File: src/bmmro_pkg.sv
`timescale 1ns / 1ps
// shared types and constants of the banked memory mapper with rom overlay
// no dependencies
package bmmro_pkg;

	localparam int BANK_BYTES   = 16384;
	localparam int OFF_W        = 14;
	localparam int BASE_AW      = 16;
	localparam int CMD_AW       = 22;
	localparam int SLOT_SEL_W   = 4;
	localparam int PAGE_SEL_W   = 5;
	localparam int CFG_IDX_W    = 2;
	localparam int CFG_DATA_W   = 16;
	localparam int QUEUE_DEPTH  = 2;

	typedef enum logic [2:0] {
		REQ_READ       = 3'd0,
		REQ_WRITE      = 3'd1,
		REQ_VIDEO_READ = 3'd2,
		REQ_RAM_CONFIG = 3'd3,
		REQ_SEL_UPPER  = 3'd4,
		REQ_ROM_ENA    = 3'd5,
		REQ_LOAD_LOWER = 3'd6,
		REQ_LOAD_UPPER = 3'd7
	} req_t;

	typedef enum logic [1:0] {
		TGT_BASE = 2'd0,
		TGT_EXT  = 2'd1,
		TGT_LROM = 2'd2,
		TGT_UROM = 2'd3
	} tgt_t;

	// ram configuration numbers with a mapping of their own
	localparam logic [2:0] MAP_IDENT   = 3'd0;
	localparam logic [2:0] MAP_TOP_EXT = 3'd1;
	localparam logic [2:0] MAP_ALL_EXT = 3'd2;
	localparam logic [2:0] MAP_SPLIT   = 3'd3;

	localparam logic [1:0] SRC_RAM   = 2'd0;
	localparam logic [1:0] SRC_LOWER = 2'd1;
	localparam logic [1:0] SRC_UPPER = 2'd2;

	localparam logic [CFG_IDX_W-1:0] CFG_EXT_PAGES     = 2'd0;
	localparam logic [CFG_IDX_W-1:0] CFG_LOWER_PRESENT = 2'd1;
	localparam logic [CFG_IDX_W-1:0] CFG_UPPER_PRESENT = 2'd2;

	localparam logic [1:0] QUARTER_LOW  = 2'd0;
	localparam logic [1:0] QUARTER_ONE  = 2'd1;
	localparam logic [1:0] QUARTER_HIGH = 2'd3;

	// one memory operation handed from front to back
	typedef struct packed {
		logic              write;
		tgt_t              tgt;
		logic [CMD_AW-1:0] addr;
		logic [7:0]        data;
	} cmd_t;

	typedef struct packed {
		logic                  we;
		logic [CFG_IDX_W-1:0]  index;
		logic [CFG_DATA_W-1:0] wdata;
	} cfg_wr_t;

endpackage

File: src/bmmro_front.sv
`timescale 1ns / 1ps
// front end: accepts transfers, holds mapping and rom selection state, emits memory commands
// depends on bmmro_pkg
module bmmro_front import bmmro_pkg::*; #(
	parameter int MAX_EXT_PAGES   = 8,
	parameter int UPPER_ROM_SLOTS = 16
) (
	input  logic       clk,
	input  logic       arst_n,
	input  cfg_wr_t    cfg,
	input  logic       in_valid,
	output logic       in_ready,
	input  logic [2:0] req_type,
	input  logic [15:0] address,
	input  logic [7:0] write_data,
	input  logic [5:0] ram_page,
	input  logic [2:0] ram_config,
	input  logic [7:0] rom_slot,
	input  logic       enable_upper,
	input  logic       enable_lower,
	input  logic       clearing,
	output logic       push_valid,
	input  logic       push_ready,
	output cmd_t       push_data
);

	logic [3:0]            ext_pages_q;
	logic                  lower_present_q;
	logic [15:0]           upper_present_q;
	logic [2:0]            mode_q;
	logic [PAGE_SEL_W-1:0] page_sel_q;
	logic                  upper_en_q;
	logic                  lower_en_q;
	logic [SLOT_SEL_W-1:0] upper_sel_q;
	logic                  upper_valid_q;

	req_t              req;
	logic              accept;
	logic [1:0]        quarter;
	logic [OFF_W-1:0]  offset;
	logic [6:0]        pages_n;
	logic              use_ext;
	logic [1:0]        bank;
	logic [CMD_AW-1:0] ram_addr;
	logic              slot_in_range;
	logic              slot_present;
	logic              needs_mem;
	cmd_t              cmd;

	assign req     = req_t'(req_type);
	assign quarter = address[15:14];
	assign offset  = address[OFF_W-1:0];
	assign pages_n = (7'(ext_pages_q) > 7'(MAX_EXT_PAGES)) ? 7'(MAX_EXT_PAGES)
	                                                       : 7'(ext_pages_q);
	assign slot_in_range = {1'b0, rom_slot} < 9'(UPPER_ROM_SLOTS);
	assign slot_present  = (rom_slot[7:4] == 4'd0) && upper_present_q[rom_slot[3:0]];

	// cpu view of ram under the current configuration
	always_comb begin
		use_ext = 1'b0;
		bank    = quarter;
		case (mode_q)
			MAP_IDENT: begin
			end
			MAP_TOP_EXT: begin
				use_ext = (quarter == QUARTER_HIGH);
			end
			MAP_ALL_EXT: begin
				use_ext = 1'b1;
			end
			MAP_SPLIT: begin
				if (quarter == QUARTER_ONE) begin
					bank = QUARTER_HIGH;
				end
				use_ext = (quarter == QUARTER_HIGH);
			end
			default: begin
				if (quarter == QUARTER_ONE) begin
					use_ext = 1'b1;
					bank    = mode_q[1:0];
				end
			end
		endcase
		if (use_ext) begin
			ram_addr = CMD_AW'({page_sel_q, bank, offset});
		end else begin
			ram_addr = CMD_AW'({bank, offset});
		end
	end

	always_comb begin
		cmd.write = 1'b0;
		cmd.tgt   = use_ext ? TGT_EXT : TGT_BASE;
		cmd.addr  = ram_addr;
		cmd.data  = write_data;
		needs_mem = 1'b0;
		case (req)
			REQ_READ: begin
				needs_mem = 1'b1;
				if (upper_en_q && quarter == QUARTER_HIGH && upper_valid_q) begin
					cmd.tgt  = TGT_UROM;
					cmd.addr = CMD_AW'({upper_sel_q, offset});
				end else if (lower_en_q && quarter == QUARTER_LOW && lower_present_q) begin
					cmd.tgt  = TGT_LROM;
					cmd.addr = CMD_AW'(offset);
				end
			end
			REQ_WRITE: begin
				needs_mem = 1'b1;
				cmd.write = 1'b1;
			end
			REQ_VIDEO_READ: begin
				needs_mem = 1'b1;
				cmd.tgt   = TGT_BASE;
				cmd.addr  = CMD_AW'(address);
			end
			REQ_LOAD_LOWER: begin
				needs_mem = 1'b1;
				cmd.write = 1'b1;
				cmd.tgt   = TGT_LROM;
				cmd.addr  = CMD_AW'(offset);
			end
			REQ_LOAD_UPPER: begin
				needs_mem = slot_in_range;
				cmd.write = 1'b1;
				cmd.tgt   = TGT_UROM;
				cmd.addr  = CMD_AW'({rom_slot, offset});
			end
			default: begin
			end
		endcase
	end

	assign in_ready   = !clearing && push_ready;
	assign accept     = in_valid && in_ready;
	assign push_valid = accept && needs_mem;
	assign push_data  = cmd;

	always_ff @(posedge clk or negedge arst_n) begin
		if (!arst_n) begin
			ext_pages_q     <= '0;
			lower_present_q <= 1'b0;
			upper_present_q <= '0;
			mode_q          <= MAP_IDENT;
			page_sel_q      <= '0;
			upper_en_q      <= 1'b1;
			lower_en_q      <= 1'b1;
			upper_sel_q     <= '0;
			upper_valid_q   <= 1'b0;
		end else if (cfg.we) begin
			case (cfg.index)
				CFG_EXT_PAGES: begin
					ext_pages_q <= cfg.wdata[3:0];
					mode_q      <= MAP_IDENT;
					page_sel_q  <= '0;
				end
				CFG_LOWER_PRESENT: begin
					lower_present_q <= cfg.wdata[0];
				end
				CFG_UPPER_PRESENT: begin
					upper_present_q <= cfg.wdata;
					if (!cfg.wdata[upper_sel_q]) begin
						upper_valid_q <= 1'b0;
					end
				end
				default: begin
				end
			endcase
		end else if (accept) begin
			case (req)
				REQ_RAM_CONFIG: begin
					mode_q     <= MAP_IDENT;
					page_sel_q <= '0;
					if (pages_n != 7'd0) begin
						mode_q <= ram_config;
						if ({1'b0, ram_page} < pages_n) begin
							page_sel_q <= ram_page[PAGE_SEL_W-1:0];
						end
					end
				end
				REQ_SEL_UPPER: begin
					if (slot_in_range && slot_present) begin
						upper_sel_q   <= rom_slot[SLOT_SEL_W-1:0];
						upper_valid_q <= 1'b1;
					end else begin
						upper_sel_q   <= '0;
						upper_valid_q <= upper_present_q[0];
					end
				end
				REQ_ROM_ENA: begin
					upper_en_q <= enable_upper;
					lower_en_q <= enable_lower;
				end
				default: begin
				end
			endcase
		end
	end

endmodule

File: config.mk
export PLATFORM = sky130hd
export DESIGN_NAME = bmmro_front
export DESIGN_NICKNAME = d
export VERILOG_FILES = /design/src/bmmro_pkg.sv /design/src/bmmro_front.sv
export SDC_FILE = /design/constraint.sdc
export NUM_CORES = 1
export LEC_CHECK = 0
export BUFFER_PORTS_ARGS = -buffer_cell sky130_fd_sc_hd__buf_2
export CAP_MARGIN = 5
export CORE_MARGIN = 2
export CORE_UTILIZATION = 47
export DETAILED_ROUTE_END_ITERATION = 10
export PLACE_DENSITY_LB_ADDON = 0.3
export SLEW_MARGIN = 5
export SYNTH_ARGS = -nofsm -noshare
export SYNTH_HDL_FRONTEND = slang
export SYNTH_SLANG_ARGS = --single-unit
File: constraint.sdc
create_clock -name clk -period 1.9 [get_ports clk]
set_input_delay 0.095 -clock clk [delete_from_list [all_inputs] [get_ports clk]]
set_output_delay 0.095 -clock clk [all_outputs]
set_load 0.03 [all_outputs]
==> reports/summary.txt <==
number of flops mapped to enable cells by yosys -> 0
Clk pwr share -> 27.8%
Final Wtd Congestion -> 0.8962
placed instance area -> 2505 µm²
Tmin final -> 1.931 ns
Slew headroom -> 46.87%
period utilization -> 101.6%
Worst path slowest cell -> dfstp_2
hold depth -> 3
port buffer count -> 60
Non-Filler Instances -> 331
final worst setup slack -> -0.03086 ns
drt via density -> 5.474
worst vdd ir -> 0.0006014 V
Worst path max stage delay -> 0.53 ns
syn nets -> 293
Lkg Pwr -> 1.206 nW
IO Pins -> 105
fin. max-slew vios -> 0
CTS Buffer Depth -> 2
placed insts -> 321
H-tree Lvls -> 2
Top Layer Used -> met4
top_reg_cell synth -> dfrtp_1
Ys Warns -> 0
Finish-stage setup viols -> 3
PwrDens -> 736.9 nW/µm²
Final HPWL DP -> 3910 µm
# clock sinks -> 36
Die Span X -> 73.80 µm
Hold/Removal Path Class -> primary input to flip-flop
CP max FO -> 5
Final Hold Viols -> 0
failing checks -> setup timing
share of layout cells above drive strength 1 -> 42.05%
Core Box Area -> 4723 µm²
WL met1 -> 2328 µm
DR iter-0 viols -> 121
area delta synth->final -> 16.56%
commonest non-fill, non-tap cells in the layout -> buf_2, dfrtp_1, nand2_1, mux2_2, a22o_1
fmax -> 517.9 MHz
switching power -> 0.5559 mW
design area -> 2669 µm²
RSZ-0062 raised after global routing -> true
Int Pwr -> 1.411 mW
routed wl met3 -> 208 µm
Layout Skew -> 0.003047 ns
most common cell after layout, fill and taps aside -> buf_2
first-pass GRT wire length -> 8549 µm
Antenna Cells -> 0
largest net degree at the start of global routing -> 37
Multi-input gate area -> 1182 µm²
Netlist cell types -> 46
CTS tree -> yes
fin util -> 56.50%
Vias -> 1812
Post-synth ARST share -> 100.0%
Sw Ratio -> 28.26%
Slew @ Worst Pin -> 0.7969 ns
crit-path cells -> nand4_1 -> a21oi_2 -> a2bb2oi_2 -> nor2_4 -> a22o_1 -> buf_6
DR DRC count -> 0
Initial Utilization -> 48.48%
first drt pass iteration count -> 4
Root Driver -> clkbuf_8
status -> finished with violations
Routed WL per cell -> 15.61 µm
Routed Wire Length -> 5167 µm
Seq/Total Area, Yosys -> 39.45%
synthesized flop and latch total -> 36
critical path type -> flip-flop to output port
Mapped Area -> 2290 µm²
nature of the critical path endpoint -> output port
Rows -> 25
met2 WL -> 2534 µm
die area -> 5446 µm²
Fin Hold WS -> 0.04498 ns
Worst setup SP type -> flip-flop
grt total ovfl -> 0
Worst Path Required -> 1.80 ns
Max Cap Violations -> 0
Synth Instances -> 220
crit path DAT -> 1.84 ns
vias in the first global route -> 1812
sequential share of power -> 48.6%
Worst-path clk slew -> 0.07 ns
dpl ws -> 0.1809 ns
GR Util All Layers -> 20.64%
Skew-Pair Late Insertion Delay -> 0.28 ns
Comb pwr share -> 23.7%
worst r2r path cells -> 7
post-route ant nets -> 0
# fillers -> 410
Reg area -> 903.4 µm²
initial antenna violation count -> 0
TritonCTS Buffers -> 5
Die Span Y -> 73.80 µm
final-stage net count -> 336
Mean Syn Cell Area -> 10.41 µm²
## sequential cells by signal, indices dropped and copies added, names as in the netlist
register and cells:
upper_present_q 16, page_sel_q 5, ext_pages_q 4, upper_sel_q 4, mode_q 3, lower_en_q 1
lower_present_q 1, upper_en_q 1, upper_valid_q 1
## cell families (layout without fill, tap and decap cells)
family	count (synthesis)	in the layout	share of synthesized area [%]
AO/OA/AOI/OAI	48	48	15.74
adder cells (fa/ha/maj)	3	3	1.640
flip-flops	36	36	39.45
buffers and inverters	35	79	9.672
AND/OR/NAND/NOR	67	67	15.41
multiplexers	31	31	18.09
## worst paths after layout
kind,from,slack [ns],endpoint
min in group asynchronous,arst_n,0.43,mode_q[0]
setup reg to reg,ext_pages_q[3],0.19,page_sel_q[0]
max in group asynchronous,arst_n,0.96,upper_sel_q[1]
hold reg to reg,upper_present_q[10],0.51,upper_present_q[10]
hold / removal,ram_config[0],0.04,mode_q[0]
setup / recovery,upper_en_q,-0.03,push_data[27]
## stage by stage
| stage | power [mW] | setup TNS [ns] |
|---|---|---|
| CTS | 1.984 | -0.07540 |
| detailed placement | 1.415 | 0 |
| finish | 1.967 | -0.07439 |
| floorplan | 1.336 | 0 |
| global placement | 1.401 | 0 |
| global route | 2.082 | -0.6894 |
## routing by layer
| metal | vias to the layer above | track usage [%] |
|---|---|---|
| li1 | 873 | - |
| met1 | 877 | 27.55 |
| met2 | 48 | 33.04 |
| met3 | 14 | 3.429 |
| met4 | 0 | 9.091 |
| met5 | - | 0 |
## critical path: cells and delay by family (launching register included)
kind	cells	cell delay [ns]
compound gates	3	0.63
buf+inv	1	0.14
flops	1	0.53
simple gates	2	0.26
## synthesized netlist by cell type (3+ instances only)
master | n | area, µm²
nor2_1 | 10 | 37.54
mux4_2 | 6 | 135.1
nand2_1 | 27 | 101.4
buf_4 | 23 | 172.7
nand3b_1 | 3 | 22.52
a22oi_1 | 3 | 22.52
nor2b_1 | 3 | 18.77
and2_1 | 3 | 18.77
a21o_1 | 5 | 37.54
clkbuf_1 | 5 | 18.77
ha_1 | 3 | 37.54
buf_2 | 3 | 15.01
nand2b_1 | 5 | 31.28
dfrtp_1 | 34 | 850.8
nor4_1 | 4 | 25.02
mux2_2 | 22 | 247.7
inv_1 | 4 | 15.01
a22o_1 | 11 | 96.34
a2111oi_0 | 3 | 26.28
o21ai_0 | 11 | 55.05
a21oi_1 | 3 | 15.01
## power groups by stage
| stage | clock (mW) | sequential (mW) | combinational [mW] |
|---|---|---|---|
| global placement | 0 | 0.962 | 0.438 |
| CTS | 0.563 | 0.954 | 0.467 |
| global route | 0.591 | 0.970 | 0.521 |
| floorplan | 0 | 0.941 | 0.396 |
| detailed placement | 0 | 0.967 | 0.448 |
| finish | 0.546 | 0.955 | 0.466 |
## area by class of cell
cell class                      instances  area share [%]
Tap cell                               67           3.141
Sequential cell                        36           33.85
Clock buffer                            8           3.376
Multi-Input combinational cell        149           44.30
Inverter                                4          0.5626
Timing Repair Buffer                   67           14.77
## repair_timing
item	CTS	global route
hold buffers	1	0
pin swaps	3	4
endpoints found under the setup margin	5	7
gates cloned	0	0
buffers inserted	0	1
resized for setup	16	3
endpoints found under the hold margin	34	0
No activity file was read; power rests on OpenSTA's default activity.
