## config.mk

```make
export PLATFORM = sky130hd
export DESIGN_NAME = bmmro_queue
export DESIGN_NICKNAME = d
export VERILOG_FILES = /design/src/bmmro_pkg.sv /design/src/bmmro_queue.sv
export SDC_FILE = /design/constraint.sdc
export NUM_CORES = 1
export LEC_CHECK = 0
export BUFFER_PORTS_ARGS = -buffer_cell sky130_fd_sc_hd__buf_2
export CORE_ASPECT_RATIO = 1.25
export CORE_UTILIZATION = 40
export CTS_CLUSTER_DIAMETER = 150
export DETAILED_ROUTE_END_ITERATION = 10
export SLEW_MARGIN = 20
export SYNTH_ARGS = -nofsm -noshare
export SYNTH_HDL_FRONTEND = slang
export SYNTH_SLANG_ARGS = --single-unit
```

## constraint.sdc

```tcl
create_clock -name clk -period 3.52 [get_ports clk]
set_clock_uncertainty 0.15 [all_clocks]
set_input_delay 0.704 -clock clk [delete_from_list [all_inputs] [get_ports clk]]
set_output_delay 0.704 -clock clk [all_outputs]
set_load 0.1 [all_outputs]
```

## src/bmmro_pkg.sv

```systemverilog
`timescale 1ns / 1ps
// shared types and constants of the banked memory mapper with rom overlay
// no dependencies
package bmmro_pkg;

	localparam int BANK_BYTES   = 16384;
	localparam int OFF_W        = 14;
	localparam int BASE_AW      = 16;
	localparam int CMD_AW       = 22;
	localparam int SLOT_SEL_W   = 4;
	localparam int PAGE_SEL_W   = 5;
	localparam int CFG_IDX_W    = 2;
	localparam int CFG_DATA_W   = 16;
	localparam int QUEUE_DEPTH  = 2;

	typedef enum logic [2:0] {
		REQ_READ       = 3'd0,
		REQ_WRITE      = 3'd1,
		REQ_VIDEO_READ = 3'd2,
		REQ_RAM_CONFIG = 3'd3,
		REQ_SEL_UPPER  = 3'd4,
		REQ_ROM_ENA    = 3'd5,
		REQ_LOAD_LOWER = 3'd6,
		REQ_LOAD_UPPER = 3'd7
	} req_t;

	typedef enum logic [1:0] {
		TGT_BASE = 2'd0,
		TGT_EXT  = 2'd1,
		TGT_LROM = 2'd2,
		TGT_UROM = 2'd3
	} tgt_t;

	// ram configuration numbers with a mapping of their own
	localparam logic [2:0] MAP_IDENT   = 3'd0;
	localparam logic [2:0] MAP_TOP_EXT = 3'd1;
	localparam logic [2:0] MAP_ALL_EXT = 3'd2;
	localparam logic [2:0] MAP_SPLIT   = 3'd3;

	localparam logic [1:0] SRC_RAM   = 2'd0;
	localparam logic [1:0] SRC_LOWER = 2'd1;
	localparam logic [1:0] SRC_UPPER = 2'd2;

	localparam logic [CFG_IDX_W-1:0] CFG_EXT_PAGES     = 2'd0;
	localparam logic [CFG_IDX_W-1:0] CFG_LOWER_PRESENT = 2'd1;
	localparam logic [CFG_IDX_W-1:0] CFG_UPPER_PRESENT = 2'd2;

	localparam logic [1:0] QUARTER_LOW  = 2'd0;
	localparam logic [1:0] QUARTER_ONE  = 2'd1;
	localparam logic [1:0] QUARTER_HIGH = 2'd3;

	// one memory operation handed from front to back
	typedef struct packed {
		logic              write;
		tgt_t              tgt;
		logic [CMD_AW-1:0] addr;
		logic [7:0]        data;
	} cmd_t;

	typedef struct packed {
		logic                  we;
		logic [CFG_IDX_W-1:0]  index;
		logic [CFG_DATA_W-1:0] wdata;
	} cfg_wr_t;

endpackage

```

## src/bmmro_queue.sv

```systemverilog
`timescale 1ns / 1ps
// short command queue between front and back
// depends on bmmro_pkg
module bmmro_queue import bmmro_pkg::*; (
	input  logic clk,
	input  logic arst_n,
	input  logic push_valid,
	output logic push_ready,
	input  cmd_t push_data,
	output logic pop_valid,
	input  logic pop_ready,
	output cmd_t pop_data
);

	localparam int PTR_W = $clog2(QUEUE_DEPTH);
	localparam int CNT_W = $clog2(QUEUE_DEPTH + 1);

	cmd_t             entry_q [QUEUE_DEPTH];
	logic [PTR_W-1:0] wr_ptr_q;
	logic [PTR_W-1:0] rd_ptr_q;
	logic [CNT_W-1:0] count_q;
	logic             do_push;
	logic             do_pop;

	assign push_ready = (count_q != CNT_W'(QUEUE_DEPTH));
	assign pop_valid  = (count_q != '0);
	assign pop_data   = entry_q[rd_ptr_q];
	assign do_push    = push_valid && push_ready;
	assign do_pop     = pop_valid && pop_ready;

	always_ff @(posedge clk) begin
		if (do_push) begin
			entry_q[wr_ptr_q] <= push_data;
		end
	end

	always_ff @(posedge clk or negedge arst_n) begin
		if (!arst_n) begin
			wr_ptr_q <= '0;
			rd_ptr_q <= '0;
			count_q  <= '0;
		end else begin
			if (do_push) begin
				wr_ptr_q <= (wr_ptr_q == PTR_W'(QUEUE_DEPTH - 1)) ? '0 : wr_ptr_q + 1'b1;
			end
			if (do_pop) begin
				rd_ptr_q <= (rd_ptr_q == PTR_W'(QUEUE_DEPTH - 1)) ? '0 : rd_ptr_q + 1'b1;
			end
			if (do_push && !do_pop) begin
				count_q <= count_q + 1'b1;
			end else if (do_pop && !do_push) begin
				count_q <= count_q - 1'b1;
			end
		end
	end

endmodule

```

==> results.py, run 1 <==
metrics = {
    "setup_path": {
        "cp.arrival_ns": 1.69,
        "cp.required_ns": 2.67,
        "slowest_delay_ns": 0.42,
        "path_class": "flop to output pin",
        "r2r_setup_slack_ns": 1.53,
        "cp_slowest_cell": "buf_2",
        "cp-end-kind": "output pin",
        "path_cells": "buf_4 > mux2_4 > buf_2",
        "cp-start-kind": "flop",
        "path_delay_family": "buffers and inverters",
        "critical_path_buf_inv_count": 2,
        "crit_fanout": 21,
    },
    "clock_tree": {
        "root_buffer": "clkbuf_8",
        "hold_buffers": 0,
        "htreeDepth": 3,
        "cts_setup_buffers": 0,
        "cts_buffer_depth": 2,
        "clk_latency_ns": 0.32,
        "path_clk_slew_ns": 0.06,
        "ctsResizeCount": 0,
        "numCtsBuffers": 9,
        "cts.sinks": 70,
        "cts_tree": "built",
    },
    "die": {
        "start_util_pct": 41.5,
        "ios": 72,
        "die_x_microns": 75.9,
        "die_h_microns": 94.3,
        "fp-row-count": 33,
        "core_area_sq_um": 6570,
        "dieArea_sq_um": 7160,
    },
    "synthesis": {
        "synthTopCellsByCount": "edfxtp_1 (66), mux2_4 (29), dfrtp_1 (4), mux2_2 (4)",
        "async_reset_ff_share_pct": 5.71,
        "synth_top_area_share_pct": 72.7,
        "yosys.cell_types.count": 15,
        "ys_top_cells_by_area": "edfxtp_1 (73%), mux2_4 (16%), dfrtp_1 (3.7%)",
        "synth.yosys.seq_area_share_pct": 76.3,
        "synth_edf_count": 66,
        "synthMostInstantiatedCell": "edfxtp_1",
        "post-synth-top-area-cell": "edfxtp_1",
        "synth_flop_cell": "edfxtp_1",
        "ys_seq_elements": 70,
        "ys_warn_count": 0,
        "syn_area_per_cell_sq_um": 22.5,
        "synth_area_sq_um": 2730,
        "syn_inst": 121,
        "syn_nets": 159,
    },
    "detailed_routing": {
        "detail-route-antenna-nets": 0,
        "dr.first_iter.drc_count": 74,
        "drtPass1Iterations": 4,
        "wl_per_cell_microns": 15.0,
        "remaining_drc_errors": 0,
        "vias_per_cell": 4.49,
        "wirelength_mm": 4.36,
        "vias": 1303,
    },
    "timing": {
        "setup_viol": 0,
        "rsz0062_at_grt": "no",
        "setup-tns-final_ns": 0,
        "min_period_over_period_pct": 72.2,
        "finalCriticalPeriod_ns": 2.54,
        "fmax_mhz": 393,
        "hold_violations": 0,
        "relSlewSlack_pct": 34.3,
        "worstMarginPinSlew_ns": 0.983,
        "drv_slew": 0,
    },
    "cells_and_area": {
        "fin_nets": 239,
        "final_util_pct": 50.4,
        "instances_no_fill": 290,
        "n_fill_cell": 571,
        "final_layout_size_suffix_gt1_share_pct": 58.6,
        "syn_to_final_growth_pct": 21.4,
        "seqCellArea_sq_um": 2080,
        "diodes": 0,
        "multi_input_comb_area_sq_um": 579,
    },
    "grt": {
        "grt_pass1_vias": 1408,
        "grt_overflow_total": 0,
        "grt.total_usage_pct": 13.0,
        "grt_start_max_net_pins": 34,
        "grt_pass1_wl_mm": 6.51,
        "antenna_found_initial": 0,
    },
    "placement": {
        "placed_cells": 277,
        "gp_congestion": 0.650,
        "io_buffers": 71,
    },
    "hold_path": {
        "min_path_type": "primary input to async pin",
    },
    "job": {
        "drv_cap": 0,
    },
    "status": {
        "status": "complete, no violations",
    },
}
==> through the flow <==
stage          hold slack (ns)  instance area, sq um  setup WS (ns)
2_1_floorplan            0.258                  2730         0.0630
3_3_place_gp             0.324                  3150           1.31
3_5_place_dp             0.363                  3150           1.28
4_1_cts                 0.0183                  3310          0.951
5_1_grt                 0.0223                  3310          0.912
6_report                0.0313                  3310          0.978
==> registers in the layout, indices dropped and copies added (netlist names) <==
name and count:
count_q 2, entry_q 66, rd_ptr_q 1, wr_ptr_q 1
==> worst register-to-register path, stage by stage (launching register included) <==
cell and delay (ns):
dfrtp_1 0.40, nand2b_1 0.15, nand2_1 0.13, nor2_4 0.77
==> placed cells by master (no fill, tap or decap) <==
master / n
dfrtp_2: 1
buf_4: 2
ha_1: 1
clkinv_1: 3
clkbuf_8: 9
mux2_2: 4
nand2_1: 2
mux2_4: 29
bufinv_16: 1
or2_1: 1
inv_1: 1
edfxtp_1: 66
and3_2: 1
nor2_4: 1
nand2b_1: 1
buf_2: 71
dfrtp_1: 3
xnor2_1: 3
nor2_1: 1
xor2_1: 2
==> cells by family (layout without fill, tap and decap cells) <==
| family | after synthesis | after routing | synth area share (%) |
|---|---|---|---|
| simple gates | 7 | 7 | 1.24 |
| mux | 33 | 33 | 17.6 |
| xor+xnor | 5 | 5 | 1.61 |
| flops | 70 | 70 | 76.3 |
| fa+ha+maj | 1 | 1 | 0.459 |
| buf+inv | 5 | 87 | 2.75 |
==> area by class of cell <==
| type | count | area share [%] |
|---|---|---|
| Sequential cell | 70 | 62.9 |
| Inverter | 1 | 0.113 |
| Clock inverter | 4 | 1.25 |
| Clock buffer | 9 | 3.74 |
| Tap cell | 87 | 3.29 |
| Timing Repair Buffer | 73 | 11.2 |
| Multi-Input combinational cell | 46 | 17.5 |
==> worst paths after layout <==
kind                                             start                  endpoint  depth (start not counted)
worst max-delay path              rd_ptr_q$_DFFE_PN0P_               pop_data[7]                          3
worst min-delay path                            arst_n    count_q[0]$_DFFE_PN0P_                          1
worst max register to register  count_q[0]$_DFFE_PN0P_  entry_q[0][27]$_DFFE_PP_                          3
worst min register to register  count_q[1]$_DFFE_PN0P_    count_q[1]$_DFFE_PN0P_                          1
max in group asynchronous                       arst_n      rd_ptr_q$_DFFE_PN0P_                          1
min in group clk                count_q[1]$_DFFE_PN0P_    count_q[1]$_DFFE_PN0P_                          1
==> metal layers <==
metal	vias up	wire length [microns]	share of wire, %	track usage [%]
met4	0	53	1.2	8.33
met2	35	2430	56	22.1
met3	4	234	5.4	3.43
li1	623	-	-	-
met5	-	0	0	0
met1	641	1640	38	13.9
Power of run 1 is left out: the tool's default activity adds up to more than one toggle a clock period on the data nets, which glitch-free logic cannot reach.
==> run 2: changes to the inputs <==
--- a/config.mk
+++ b/config.mk
@@ -5,11 +5,13 @@
 export SDC_FILE = /design/constraint.sdc
 export NUM_CORES = 1
 export LEC_CHECK = 0
+export ABC_AREA = 1
 export BUFFER_PORTS_ARGS = -buffer_cell sky130_fd_sc_hd__buf_2
 export CORE_ASPECT_RATIO = 1.25
 export CORE_UTILIZATION = 40
 export CTS_CLUSTER_DIAMETER = 150
 export DETAILED_ROUTE_END_ITERATION = 10
+export PLACE_DENSITY = 0.66
 export SLEW_MARGIN = 20
 export SYNTH_ARGS = -nofsm -noshare
 export SYNTH_HDL_FRONTEND = slang
==> constraint.sdc (replaced) <==
create_clock -name clk -period 2.2 [get_ports clk]
set_clock_uncertainty 0.15 [all_clocks]
set_input_delay 0.44 -clock clk [delete_from_list [all_inputs] [get_ports clk]]
set_output_delay 0.44 -clock clk [all_outputs]
set_load 0.1 [all_outputs]
==> run 2 against run 1 <==
Net effect:
- die area is 0.86% lower
- first-iteration DRC count down 2.7%
- global-route usage grew 2.5 points
- hold slack improved by 0.11 ns
==> results.py, run 2 <==
metrics = {
    "setup_path": {
        "path_cells": "buf_4 > nand2_1 > nand2_1 > buf_12",
        "cp_slowest_cell": "dfrtp_1",
        "cp-end-kind": "output pin",
        "cp-start-kind": "flop",
        "critical_path_buf_inv_count": 2,
        "timing.rr.start": "count_q[0]$_DFFE_PN0P_",
        "r2r_setup_slack_ns": 0.63,
        "path_class": "flop to output pin",
        "cp.arrival_ns": 1.46,
        "r2r-end": "count_q[1]$_DFFE_PN0P_",
        "cpMostUsedCell": "nand2_1",
        "path_delay_family": "flip-flops",
        "cp.required_ns": 1.61,
        "r2r_cells": 9,
        "slowest_delay_ns": 0.48,
        "crit_fanout": 15,
    },
    "cells_and_area": {
        "diodes": 0,
        "reg.largest.list": "entry_q (66), count_q (2)",
        "syn_to_final_growth_pct": 43.3,
        "mostFrequentLayoutCell": "nand2_1",
        "final_cell_mix": "nand2_1 (95), edfxtp_1 (66), buf_2 (38), buf_12 (33), nand2_2 (12)",
        "top_register": "entry_q",
        "fin_nets": 322,
        "largest_reg_flops": 66,
        "final_layout_size_suffix_gt1_share_pct": 38.8,
        "final_util_pct": 59.0,
    },
    "hold_path": {
        "min_from": "push_data[26]",
        "hold-path-endpoint": "entry_q[0][26]$_DFFE_PP_",
        "hold_depth": 1,
        "min_path_type": "primary input to flop",
    },
    "grt": {
        "grt.total_usage_pct": 15.5,
        "grt_start_max_net_pins": 35,
        "grt_overflow_total": 0,
        "grt_pass1_wl_mm": 7.71,
        "grt_pass1_vias": 1661,
        "antenna_found_initial": 0,
    },
    "die": {
        "dieArea_sq_um": 7090,
        "fp-row-count": 33,
        "die_h_microns": 93.9,
        "ios": 72,
        "core_area_sq_um": 6570,
        "start_util_pct": 41.2,
        "die_x_microns": 75.5,
    },
    "clock_tree": {
        "cts_setup_buffers": 0,
        "root_buffer": "clkbuf_8",
        "htreeDepth": 3,
        "path_clk_slew_ns": 0.08,
        "cts_buffer_depth": 2,
        "clk_latency_ns": 0.33,
        "numCtsBuffers": 9,
        "cts_tree": "built",
        "cts.sinks": 70,
    },
    "synthesis": {
        "synth_compound_area_share_pct": 0,
        "syn_nets": 239,
        "syn_inst": 201,
        "synth.yosys.seq_area_share_pct": 77.0,
        "synth_area_sq_um": 2700,
        "yosys.cell_types.count": 17,
        "syn_area_per_cell_sq_um": 13.5,
        "synth_edf_count": 66,
        "post-synth-top-area-cell": "edfxtp_1",
        "async_reset_ff_share_pct": 5.71,
        "synth_top_area_share_pct": 73.3,
        "ys_top_cells_by_area": "edfxtp_1 (73%), nand2_1 (13%), dfrtp_1 (3.7%)",
        "synth_top_family_by_area": "simple AND/OR/NAND/NOR gates",
        "synth_fa_ha_area_share_pct": 0.463,
        "synthSimpleGateAreaFrac_pct": 17.7,
        "ys_seq_elements": 70,
        "synthMuxAreaShare_pct": 0,
        "ys_warn_count": 0,
        "synth_flop_cell": "edfxtp_1",
        "synthXorXnorAreaFrac_pct": 0.648,
        "synthTopCellsByCount": "nand2_1 (95), edfxtp_1 (66), nand2_2 (12)",
        "synthMostInstantiatedCell": "nand2_1",
    },
    "placement": {
        "io_buffers": 71,
        "post-dp-hpwl_mm": 3.40,
        "place_ws_ns": 0.491,
        "gp_congestion": 0.730,
    },
    "detailed_routing": {
        "dr.first_iter.drc_count": 72,
        "wl_per_cell_microns": 12.7,
        "wirelength_mm": 4.76,
        "vias_per_cell": 4.41,
        "remaining_drc_errors": 0,
        "drtPass1Iterations": 4,
        "detail-route-antenna-nets": 0,
        "vias": 1659,
    },
    "timing": {
        "hold_violations": 0,
        "setup_viol": 0,
        "relSlewSlack_pct": 68.0,
        "fin_hold_ws_ns": 0.137,
        "min_period_over_period_pct": 93.2,
        "worstMarginPinSlew_ns": 0.484,
        "fmax_mhz": 488,
        "setup_ws_ns": 0.151,
        "finalCriticalPeriod_ns": 2.05,
        "rsz0062_at_grt": "no",
        "drv_slew": 0,
    },
    "status": {
        "status": "complete, no violations",
    },
    "job": {
        "drv_cap": 0,
    },
}
==> run 2: cell types whose count changed after synthesis, sizes merged, moves of 2 or more <==
cell,before,now
xnor2,3,1
nand2,2,109
buf,4,7
mux2,33,0
nand3,0,2
inv,1,7
==> run 2: timing repair <==
action,in CTS,in global routing
resized for setup,0,0
endpoints found under the hold margin,4,0
hold buffers,1,0
==> run 2: through the flow <==
step | TNS [ns] | area, sq um | std cells
2_1_floorplan | -2.11 | 2710 | 201
3_3_place_gp | 0 | 3650 | 359
3_5_place_dp | 0 | 3650 | 359
4_1_cts | 0 | 3870 | 376
5_1_grt | 0 | 3870 | 376
6_report | 0 | 3870 | 376
==> run 2: worst max path at each step <==
stage | start | to | slack [ns] | depth (start not counted)
final | rd_ptr_q$_DFFE_PN0P_ | pop_data[16] | 0.15 | 4
after global routing | rd_ptr_q$_DFFE_PN0P_ | pop_data[10] | 0.04 | 4
after CTS | rd_ptr_q$_DFFE_PN0P_ | pop_data[16] | 0.12 | 4
after detailed placement | rd_ptr_q$_DFFE_PN0P_ | pop_data[0] | 0.49 | 4
after global placement | rd_ptr_q$_DFFE_PN0P_ | pop_data[18] | 0.51 | 4
after floorplan | count_q[0]$_DFFE_PN0P_ | entry_q[0][0]$_DFFE_PP_ | -0.03 | 4
==> run 2: worst register-to-register path, stage by stage (launching register included) <==
cell	delay (ns)
dfrtp_1	0.42
inv_2	0.11
nand2_4	0.06
nand2_4	0.10
inv_1	0.05
ha_1	0.31
inv_1	0.08
nand3_1	0.08
nand2_1	0.06
nand2_1	0.05
==> run 2: metal layers <==
metal	up-vias	share of wire [%]	track usage [%]
li1	834	-	-
met1	781	37	16.6
met2	36	58	27.3
met3	8	3.7	4.72
met4	0	1.9	6.94
met5	-	0	0
==> run 2: final cells by class <==
class | count | area, sq um
Tap cell | 87 | 109
Clock buffer | 9 | 124
Sequential cell | 70 | 2080
Timing Repair Buffer | 79 | 913
Fill cell | 524 | 2690
Clock inverter | 7 | 88.8
Inverter | 7 | 33.8
Multi-Input combinational cell | 117 | 523
==> run 2: cells by family (layout without fill, tap and decap cells) <==
group | Yosys count | in the layout
AND/OR/NAND/NOR | 114 | 114
XOR/XNOR | 2 | 2
buffers and inverters | 14 | 102
flip-flops | 70 | 70
adder cells (fa/ha/maj) | 1 | 1
Power of run 2 is left out for the same reason.
